**src/p2d_ecc_pkg.sv**
```systemverilog
// Shared constants and codes for the two-dimensional parity word ECC block.
`timescale 1ns / 1ps
`default_nettype none

package p2d_ecc_pkg;

  localparam int unsigned DataBytes = 6;
  localparam int unsigned ByteBits  = 8;
  localparam int unsigned DataBits  = DataBytes * ByteBits;  // 48
  localparam int unsigned WordBits  = 64;
  localparam int unsigned CntBits   = 32;
  localparam int unsigned FlipBits  = 6;

  // Bit positions inside the protected word
  localparam int unsigned ColLsb    = DataBits;       // column parity 55:48
  localparam int unsigned RowMetaB  = 56;             // parity over row bits
  localparam int unsigned ColMetaB  = 57;             // parity over column bits
  localparam int unsigned RowTopB   = WordBits - 1;   // row k parity at 63-k

  typedef enum logic {
    OP_ENCODE = 1'b0,
    OP_DECODE = 1'b1
  } opcode_t;

  typedef enum logic [1:0] {
    ST_CLEAN  = 2'd0,
    ST_FIXED  = 2'd1,
    ST_UNCORR = 2'd2
  } status_t;

endpackage : p2d_ecc_pkg

`default_nettype wire

```
**src/parity_2d_word_ecc_top.sv**
```systemverilog
// Two-dimensional parity encoder / checker-corrector for 48-bit data words.
//
//  channel | ports                                                   | direction
//  --------+---------------------------------------------------------+----------
//  input   | in_valid, in_ready, in_opcode, in_word_in               | in
//  result  | out_valid, out_ready, out_word_out, out_status,         | out
//          | out_bits_flipped, out_fixed_total, out_unfixed_total    |
//
// Words pass an input register, then the parity trees, syndrome and
// correction logic feeding the result register. One word per cycle is
// sustained; the pipeline moves whenever the result register is empty or is
// being taken. A stall on out_ready holds the result register and drops in_ready
// only once the input register is also full. Synchronous active-low reset
// clears the valid flags and the two running counters.
`timescale 1ns / 1ps
`default_nettype none

module parity_2d_word_ecc_top
  import p2d_ecc_pkg::*;
(
  input  wire logic                 clk,
  input  wire logic                 rst_n,
  input  wire logic                 in_valid,
  output logic                      in_ready,
  input  wire logic                 in_opcode,
  input  wire logic [WordBits-1:0]  in_word_in,
  output logic                      out_valid,
  input  wire logic                 out_ready,
  output logic [WordBits-1:0]       out_word_out,
  output logic [1:0]                out_status,
  output logic [FlipBits-1:0]       out_bits_flipped,
  output logic [CntBits-1:0]        out_fixed_total,
  output logic [CntBits-1:0]        out_unfixed_total
);

  // Pipeline registers
  logic                 s1_valid_r;
  opcode_t              s1_op_r;
  logic [WordBits-1:0]  s1_word_r;
  logic                 out_valid_r;
  logic [WordBits-1:0]  out_word_r;
  status_t              out_status_r;
  logic [FlipBits-1:0]  out_flips_r;
  logic [CntBits-1:0]   fixed_cnt_r;
  logic [CntBits-1:0]   unfixed_cnt_r;

  logic adv_out;
  logic ld_out;

  assign adv_out  = !out_valid_r || out_ready;
  assign ld_out   = s1_valid_r && adv_out;
  assign in_ready = !s1_valid_r || adv_out;

  // Input register
  always_ff @(posedge clk) begin
    if (!rst_n) begin
      s1_valid_r <= 1'b0;
    end else if (in_ready) begin
      s1_valid_r <= in_valid;
    end
    if (in_valid && in_ready) begin
      s1_op_r   <= opcode_t'(in_opcode);
      s1_word_r <= in_word_in;
    end
  end

  // Column and row parities of the data bytes
  logic [DataBits-1:0]  data;
  logic [ByteBits-1:0]  col;
  logic [DataBytes-1:0] rowpar;

  always_comb begin
    data = s1_word_r[DataBits-1:0];
    col  = '0;
    for (int k = 0; k < DataBytes; k++) begin
      col       = col ^ data[k*ByteBits +: ByteBits];
      rowpar[k] = ^data[k*ByteBits +: ByteBits];
    end
  end

  // Encode: data, column parities, row parities and the two meta parities
  logic [WordBits-1:0] enc_word;

  always_comb begin
    enc_word                       = '0;
    enc_word[DataBits-1:0]         = data;
    enc_word[ColLsb +: ByteBits]   = col;
    enc_word[ColMetaB]             = ^col;
    enc_word[RowMetaB]             = ^rowpar;
    for (int k = 0; k < DataBytes; k++) begin
      enc_word[RowTopB - k] = rowpar[k];
    end
  end

  // Decode: syndromes, classification and correction mask
  logic [ByteBits-1:0]  colsyn;
  logic [DataBytes-1:0] rowfail;
  logic [1:0]           meta;
  logic                 row_nz;
  logic                 col_nz;
  logic [2:0]           row_cnt;
  logic [3:0]           col_cnt;
  logic [DataBits-1:0]  fix_mask;

  always_comb begin
    colsyn  = col ^ s1_word_r[ColLsb +: ByteBits];
    for (int k = 0; k < DataBytes; k++) begin
      rowfail[k] = rowpar[k] ^ s1_word_r[RowTopB - k];
    end
    meta[0] = (^s1_word_r[RowTopB -: DataBytes]) ^ s1_word_r[RowMetaB];
    meta[1] = s1_word_r[ColMetaB] ^ (^s1_word_r[ColLsb +: ByteBits]);
    row_nz  = (rowfail != '0) || (meta != '0);
    col_nz  = colsyn != '0;
    row_cnt = '0;
    for (int k = 0; k < DataBytes; k++) begin
      row_cnt = row_cnt + 3'(rowfail[k]);
    end
    col_cnt = '0;
    for (int m = 0; m < ByteBits; m++) begin
      col_cnt = col_cnt + 4'(colsyn[m]);
    end
    for (int k = 0; k < DataBytes; k++) begin
      fix_mask[k*ByteBits +: ByteBits] = rowfail[k] ? colsyn : '0;
    end
  end

  // Result selection
  logic [WordBits-1:0]  res_word;
  status_t              res_status;
  logic [FlipBits-1:0]  res_flips;
  logic                 res_uncorr;

  always_comb begin
    res_word   = enc_word;
    res_status = ST_CLEAN;
    res_flips  = '0;
    res_uncorr = 1'b0;
    if (s1_op_r == OP_DECODE) begin
      res_word = {{(WordBits-DataBits){1'b0}}, data};
      if (row_nz != col_nz) begin
        res_status = ST_UNCORR;
        res_uncorr = 1'b1;
      end else if (row_nz) begin
        res_status = ST_FIXED;
        res_flips  = FlipBits'({3'b000, row_cnt} * {2'b00, col_cnt});
        res_word   = {{(WordBits-DataBits){1'b0}}, data ^ fix_mask};
      end
    end
  end

  // Result register and running counters
  always_ff @(posedge clk) begin
    if (!rst_n) begin
      out_valid_r   <= 1'b0;
      fixed_cnt_r   <= '0;
      unfixed_cnt_r <= '0;
    end else begin
      if (adv_out) begin
        out_valid_r <= s1_valid_r;
      end
      if (ld_out) begin
        fixed_cnt_r   <= fixed_cnt_r + CntBits'(res_flips);
        unfixed_cnt_r <= unfixed_cnt_r + CntBits'(res_uncorr);
      end
    end
    if (ld_out) begin
      out_word_r   <= res_word;
      out_status_r <= res_status;
      out_flips_r  <= res_flips;
    end
  end

  assign out_valid         = out_valid_r;
  assign out_word_out      = out_word_r;
  assign out_status        = out_status_r;
  assign out_bits_flipped  = out_flips_r;
  assign out_fixed_total   = fixed_cnt_r;
  assign out_unfixed_total = unfixed_cnt_r;

  // Checks
  a_clean_no_flips: assert property (@(posedge clk) disable iff (!rst_n)
    out_valid_r && (out_status_r != ST_FIXED) |-> out_flips_r == '0)
    else $error("flips reported without a correction");

  a_flips_range: assert property (@(posedge clk) disable iff (!rst_n)
    out_valid_r |-> out_flips_r <= FlipBits'(DataBits))
    else $error("flip count beyond data width");

  a_unfixed_step: assert property (@(posedge clk) disable iff (!rst_n)
    ld_out |=> unfixed_cnt_r == $past(unfixed_cnt_r) + CntBits'($past(res_uncorr)))
    else $error("uncorrectable counter out of step");

  a_counters_hold: assert property (@(posedge clk) disable iff (!rst_n)
    !ld_out |=> $stable(fixed_cnt_r) && $stable(unfixed_cnt_r))
    else $error("counter moved without a word");

  a_decode_upper_zero: assert property (@(posedge clk) disable iff (!rst_n)
    out_valid_r && (out_status_r != ST_CLEAN) |-> out_word_r[WordBits-1:DataBits] == '0)
    else $error("decode left check bits set");

endmodule : parity_2d_word_ecc_top

`default_nettype wire

```
**config.mk**
```make
export PLATFORM = sky130hd
export DESIGN_NAME = parity_2d_word_ecc_top
export DESIGN_NICKNAME = d
export VERILOG_FILES = /design/src/p2d_ecc_pkg.sv /design/src/parity_2d_word_ecc_top.sv
export SDC_FILE = /design/constraint.sdc
export NUM_CORES = 1
export LEC_CHECK = 0
export BUFFER_PORTS_ARGS = -buffer_cell sky130_fd_sc_hd__buf_2
export CAP_MARGIN = 0
export CORE_UTILIZATION = 55
export CTS_BUF_LIST = sky130_fd_sc_hd__clkbuf_8
export DETAILED_ROUTE_END_ITERATION = 16
export PLACE_DENSITY = 0.91
export SYNTH_ARGS = -nofsm -noshare
export SYNTH_HDL_FRONTEND = slang
export SYNTH_SLANG_ARGS = --single-unit
export TNS_END_PERCENT = 100
```
**constraint.sdc**
```tcl
create_clock -name clk -period 11.7 [get_ports clk]
set_input_delay 1.17 -clock clk [delete_from_list [all_inputs] [get_ports clk]]
set_output_delay 1.17 -clock clk [all_outputs]
set_load 0.02 [all_outputs]
```
==> Word level (Yosys, flattened, before mapping) <==
Index checks and enable logic that the tools add are counted.
{ "classes": {"mul": 1, "reduce_logical": 21, "add_sub_neg": 14, "n_eq_ne": 1, "n_mux": 16, "bitwise": 16} }
{ "ops": {"columns": ["cell", "count"], "rows": [
  ["2-to-1 mux 48 bit", 2],
  ["2-to-1 mux 64 bit", 1],
  ["XOR reduction 8 bit", 8],
  ["2-to-1 mux 8 bit", 6],
  ["XOR 48 bit", 1],
  ["XOR 8 bit", 6],
  ["adder 32 x 1 -> 32 bit", 1],
  ["adder 32 x 6 -> 32 bit", 1],
  ["2-to-1 mux 6 bit", 3],
  ["adder 4 x 1 -> 4 bit", 4],
  ["XOR reduction 6 bit", 2],
  ["adder 3 x 1 -> 3 bit", 3],
  ["nonzero test 8 bit", 1],
  ["XOR 1 bit", 8],
  ["adder 2 x 1 -> 3 bit", 2],
  ["multiplier 3 x 4 -> 6 bit", 1],
  ["nonzero test 6 bit", 1],
  ["adder 1 x 1 -> 2 bit", 2],
  ["adder 3 x 1 -> 4 bit", 1],
  ["logical OR 1 bit", 3],
  ["2-to-1 mux 1 bit", 3],
  ["logical AND 1 bit", 2],
  ["logical NOT 1 bit", 2],
  ["2-to-1 mux 2 bit", 1],
  ["other kinds (4)", 4]
]} }
{ "totals": {"inputBits": 69, "word_cells": 79, "output_inout_bits": 138, "register_bits": 203} }

==> Depth between registers and ports, before layout <==
{ "depth": {"ltp_word": 18, "ltp_mapped": 29} }

==> Worst setup path after synthesis <==
Ideal clock, no wire load.
{ "synth_timing": {"path_kind": "register to register", "from": "register s1_word_r[0]", "to": "register fixed_cnt_r[27], in the netlist out_fixed_total[27]", "synth_period_minus_slack_ns": 6.823, "setup_ns": 0.115, "setup_slack_ns": 4.877, "n_path_buf": 1, "t_arrival_ns": 6.708, "stages_incl_launch_ff": 30, "cell_sequence": "edfxtp_1 -> xnor2_1 -> xnor2_1 -> xnor2_1 -> xnor2_1 -> inv_1 -> fa_1 -> inv_1 -> fa_1 -> inv_1 -> fa_1 -> inv_1 -> ha_1 -> fa_1 -> xor2_1 -> nand2_1 -> fa_1 -> inv_1 -> ha_1 -> fa_1 -> xor2_1 -> and3_1 -> ha_1 -> a21oi_1 -> o21ai_0 -> a21oi_1 -> clkbuf_1 -> nor3_1 -> xor2_1 -> and2_1"} }
{ "synth_via": {"elab_chain_len": 18, "word_cells_on_any_way": 29, "cone_classes": "13 x add/sub; 1 x mul; 1 x eq/ne; 3 x mux; 7 x bitwise; 4 x reduce/logical"} }
{ "synth_rtl": {"columns": ["element", "line_no", "source"], "rows": [
  ["start: declaration", "parity_2d_word_ecc_top.sv:39", "logic [WordBits-1:0] s1_word_r;"],
  ["start signal: assignment", "parity_2d_word_ecc_top.sv:63", "s1_word_r <= in_word_in;"],
  ["XOR 8 bit (5 in a row)", "parity_2d_word_ecc_top.sv:76", "col = col ^ data[k*ByteBits +: ByteBits];"],
  ["XOR 8 bit", "parity_2d_word_ecc_top.sv:106", "colsyn = col ^ s1_word_r[ColLsb +: ByteBits];"],
  ["adder 1 x 1 -> 2 bit", "parity_2d_word_ecc_top.sv:120", "col_cnt = col_cnt + 4'(colsyn[m]);"],
  ["adder 2 x 1 -> 3 bit", "parity_2d_word_ecc_top.sv:120", null],
  ["adder 3 x 1 -> 4 bit", "parity_2d_word_ecc_top.sv:120", null],
  ["adder 4 x 1 -> 4 bit (4 in a row)", "parity_2d_word_ecc_top.sv:120", null],
  ["multiplier 3 x 4 -> 6 bit", "parity_2d_word_ecc_top.sv:145", "res_flips = FlipBits'({3'b000, row_cnt} * {2'b00, col_cnt});"],
  ["2-to-1 mux 6 bit", "parity_2d_word_ecc_top.sv:143", "end else if (row_nz) begin"],
  ["2-to-1 mux 6 bit (*)", "parity_2d_word_ecc_top.sv:140", "if (row_nz != col_nz) begin"],
  ["2-to-1 mux 6 bit (*)", "parity_2d_word_ecc_top.sv:138", "if (s1_op_r == OP_DECODE) begin"],
  ["net res_flips[4]", "parity_2d_word_ecc_top.sv:130", "logic [FlipBits-1:0] res_flips;"],
  ["adder 32 x 6 -> 32 bit (*)", "parity_2d_word_ecc_top.sv:162", "fixed_cnt_r <= fixed_cnt_r + CntBits'(res_flips);"],
  ["end signal: assignment", "parity_2d_word_ecc_top.sv:162", null],
  ["end: declaration", "parity_2d_word_ecc_top.sv:44", "logic [CntBits-1:0] fixed_cnt_r;"]
]} }
Mark *: on every way through the listed nets, which the timed path passes. The rest lies on a longest branch.
A chain may end at the register's enable or synchronous reset.

==> Worst setup path after layout <==
{ "layout_timing": {"from": "register s1_word_r[1]", "to": "register fixed_cnt_r[19], in the netlist out_fixed_total[19]"} }
The elaborated chain is that of the path after synthesis.

==> qor.txt <==
Status -> finished, final reports clean
Max Clock Freq -> 0.1257 GHz
Number of max-cap violations -> 0
GRT Total Usage -> 25.83%
Crit path from -> s1_word_r[1]
Setup_tns -> 0 ns
DRC Markers -> 0
Layout area overhead -> 19.32%
Seq cells post-synth -> 203
Resized Gates After CTS -> 0
Worst endpoint required time -> 12.10 ns
Worst min-delay path class -> reg2reg
Vias in the first global route -> 6925
FF-to-FF End -> out_fixed_total[19]
Cells after Synth -> 822
Hold WS -> 0.4874 ns
Fillers -> 1190
Fin crit period -> 7.958 ns
Vias -> 7056
Congestion Overflow GR -> 0
DRT Wirelength -> 23630 um
Setup Fix Bufs, Post-CTS -> 0
Crit Path Max Fanout -> 14
Vias/cell -> 5.407
CP Data Arrival Time -> 8.35 ns
Die ar. -> 18560 um^2
Post-synth top area cell -> edfxtp_1
Period Utilization, post-route -> 68.02%
Max clock buf depth -> 3
Iter 0 DRT Violations -> 529
Total iterations of the first detailed-routing run -> 6
Fin util -> 67.88%
Die width -> 136.2 um
# IOs -> 207
Final hold vios -> 0
Share of post-route cells with drive strength above 1 -> 24.56%
Measured slew at the worst slew-check pin -> 1.183 ns
Commonest cells after routing, fill and taps aside -> buf_2 (206), xnor2_1 (142), edfxtp_1 (137)
RSZ-0062 raised after global routing -> false
Synth Area per Inst -> 12.05 um^2
Core Region -> 17420 um^2
CTS hold repair buffers -> 0
Relative slew slack -> 21.13%
Clock root cell -> clkbuf_8
CTS tree -> done
Worst hold path cell count -> 2
Ys Warns -> 0
Critical path class -> reg2reg
H-tree levels -> 2
Clock buffer count from CTS -> 34
Most common cell after layout, fill and taps aside -> buf_2
Reg2reg setup slack -> 3.74 ns
Post-synthesis sequential area ratio -> 54.86%
Port bufs -> 206
Main synth FF type -> edfxtp_1
Post-synth EDFFs -> 137
Pwr dens -> 228.7 nW/um^2
Clock Sinks -> 203
Most frequent CP cell -> fa_1
Peak per-stage delay on the critical path -> 0.96 ns
Largest net degree at the start of global routing -> 81
Mapped Nets -> 921
Worst hold endpoint -> out_fixed_total[2]
Reg area -> 5435 um^2
Share of the synthesized area in the top cell type -> 41.52%
Reg2reg start -> s1_word_r[1]
Die height -> 136.2 um
Final setup viols -> 0
Clk_lat worst skew -> 0.52 ns
Post-DP HPWL -> 16460 um
Ys async rst share -> 0%
Routability cong. -> 0.8451
Max VDD drop -> 197.8 uV
Remaining antenna violation count -> 0
First-pass GRT wire length -> 36400 um
Slew Limit Fails -> 0
Register-to-Register Path Depth -> 28
Initial antenna violation count -> 5
Lkg Pwr -> 4.995 nW
Clock skew -> 0.01809 ns
Worst setup SP type -> flip-flop
Post-Syn Area -> 9908 um^2
# nets final -> 1148
Yosys cell types -> 41
Setup WS pre-CTS -> 3.832 ns
Starting density of the core -> 56.89%
HP Start -> out_fixed_total[2]
Slowest cell on crit path -> a21oi_1
Multi-input logic area -> 4283 um^2
Clk slew on worst S/H paths -> 0.06 ns
Critical path capture point type -> flip-flop
Setup WS post-layout -> 3.742 ns
DR WL/cell -> 18.11 um
# rows -> 48
Largest cells by area after synthesis -> edfxtp_1 (42%), dfxtp_1 (13%), xnor2_1 (13%), xor2_1 (5.7%), and2_1 (3.9%)
## how the worst max path moves through the flow
stage                                     end  slack, ns  cells past startpoint
after CTS                 out_fixed_total[27]       3.83                     28
after global routing      out_fixed_total[27]       3.23                     28
after floorplan           out_fixed_total[27]       4.88                     29
final                     out_fixed_total[19]       3.74                     28
after global placement    out_fixed_total[29]       4.15                     28
after detailed placement  out_fixed_total[27]       3.83                     28
## cell families (layout without fill, tap and decap cells)
| family | Yosys count | after routing | synth area share (%) |
|---|---|---|---|
| AO/OA/AOI/OAI | 51 | 51 | 3.271 |
| XOR/XNOR | 218 | 218 | 20.82 |
| adder cells (fa/ha/maj) | 30 | 30 | 4.622 |
| buffers and inverters | 49 | 302 | 1.932 |
| flip-flops | 203 | 203 | 54.86 |
| other | 0 | 5 | 0 |
| AND/OR/NAND/NOR | 271 | 271 | 14.50 |
## per-layer routing
layer	track usage, %	wire length [um]
met1	33.30	9395
met2	42.13	11490
met4	10.93	778
met3	5.481	1969
met5	0	0
## report_power, final
part           leakage, nW  internal (mW)  switching (mW)  total [mW]
Clock                0.351          0.301           0.282       0.583
Sequential            1.84          0.866          0.0292       0.895
Combinational         2.80          0.518           0.708        1.23
## Yosys cell counts, drive strengths merged, types with 7 or more instances
library cell  count
xor2             65
and3             12
or3               7
inv              29
nor2b             7
xnor3             9
a21oi            13
dfxtp            66
a21boi           15
nor2             30
edfxtp          137
nand4             8
clkbuf           19
ha               19
nand3            21
o21ai            12
nor3b             9
xnor2           143
and2             68
fa               11
nand2            78
nor3             12
## registers in the layout (all words and copies together) (netlist names)
signal,cells
s1_word_r,64
out_unfixed_total,32
s1_valid_r,1
out_fixed_total,32
s1_op_r,1
out_valid,1
out_status,2
out_word_out,64
out_bits_flipped,6
## worst max-delay path: cells and delay by family (launching register included)
kind	cells	cell delay [ns]
fa+ha+maj	9	3.51
xor+xnor	7	1.62
flops	1	0.45
buf+inv	5	0.34
compound gates	3	1.28
simple gates	4	0.65
## metrics by stage
step           area (um^2)  cells  total power [mW]
2_1_floorplan         9908    822             1.826
3_3_place_gp         11180   1238             2.064
3_5_place_dp         11180   1238             2.113
4_1_cts              11810   1300             2.706
5_1_grt              11820   1305             2.920
6_report             11820   1305             2.704
## cell type report
| cell class | instances | share of cell area (%) |
|---|---|---|
| Sequential cell | 203 | 45.97 |
| Clock inverter | 24 | 0.9313 |
| Multi-Input combinational cell | 570 | 36.23 |
| Clock buffer | 38 | 4.424 |
| Inverter | 29 | 0.9207 |
| Antenna cell | 5 | 0.1058 |
| Tap cell | 225 | 2.381 |
| Timing Repair Buffer | 211 | 9.038 |
(Power assumes the default switching activity.)
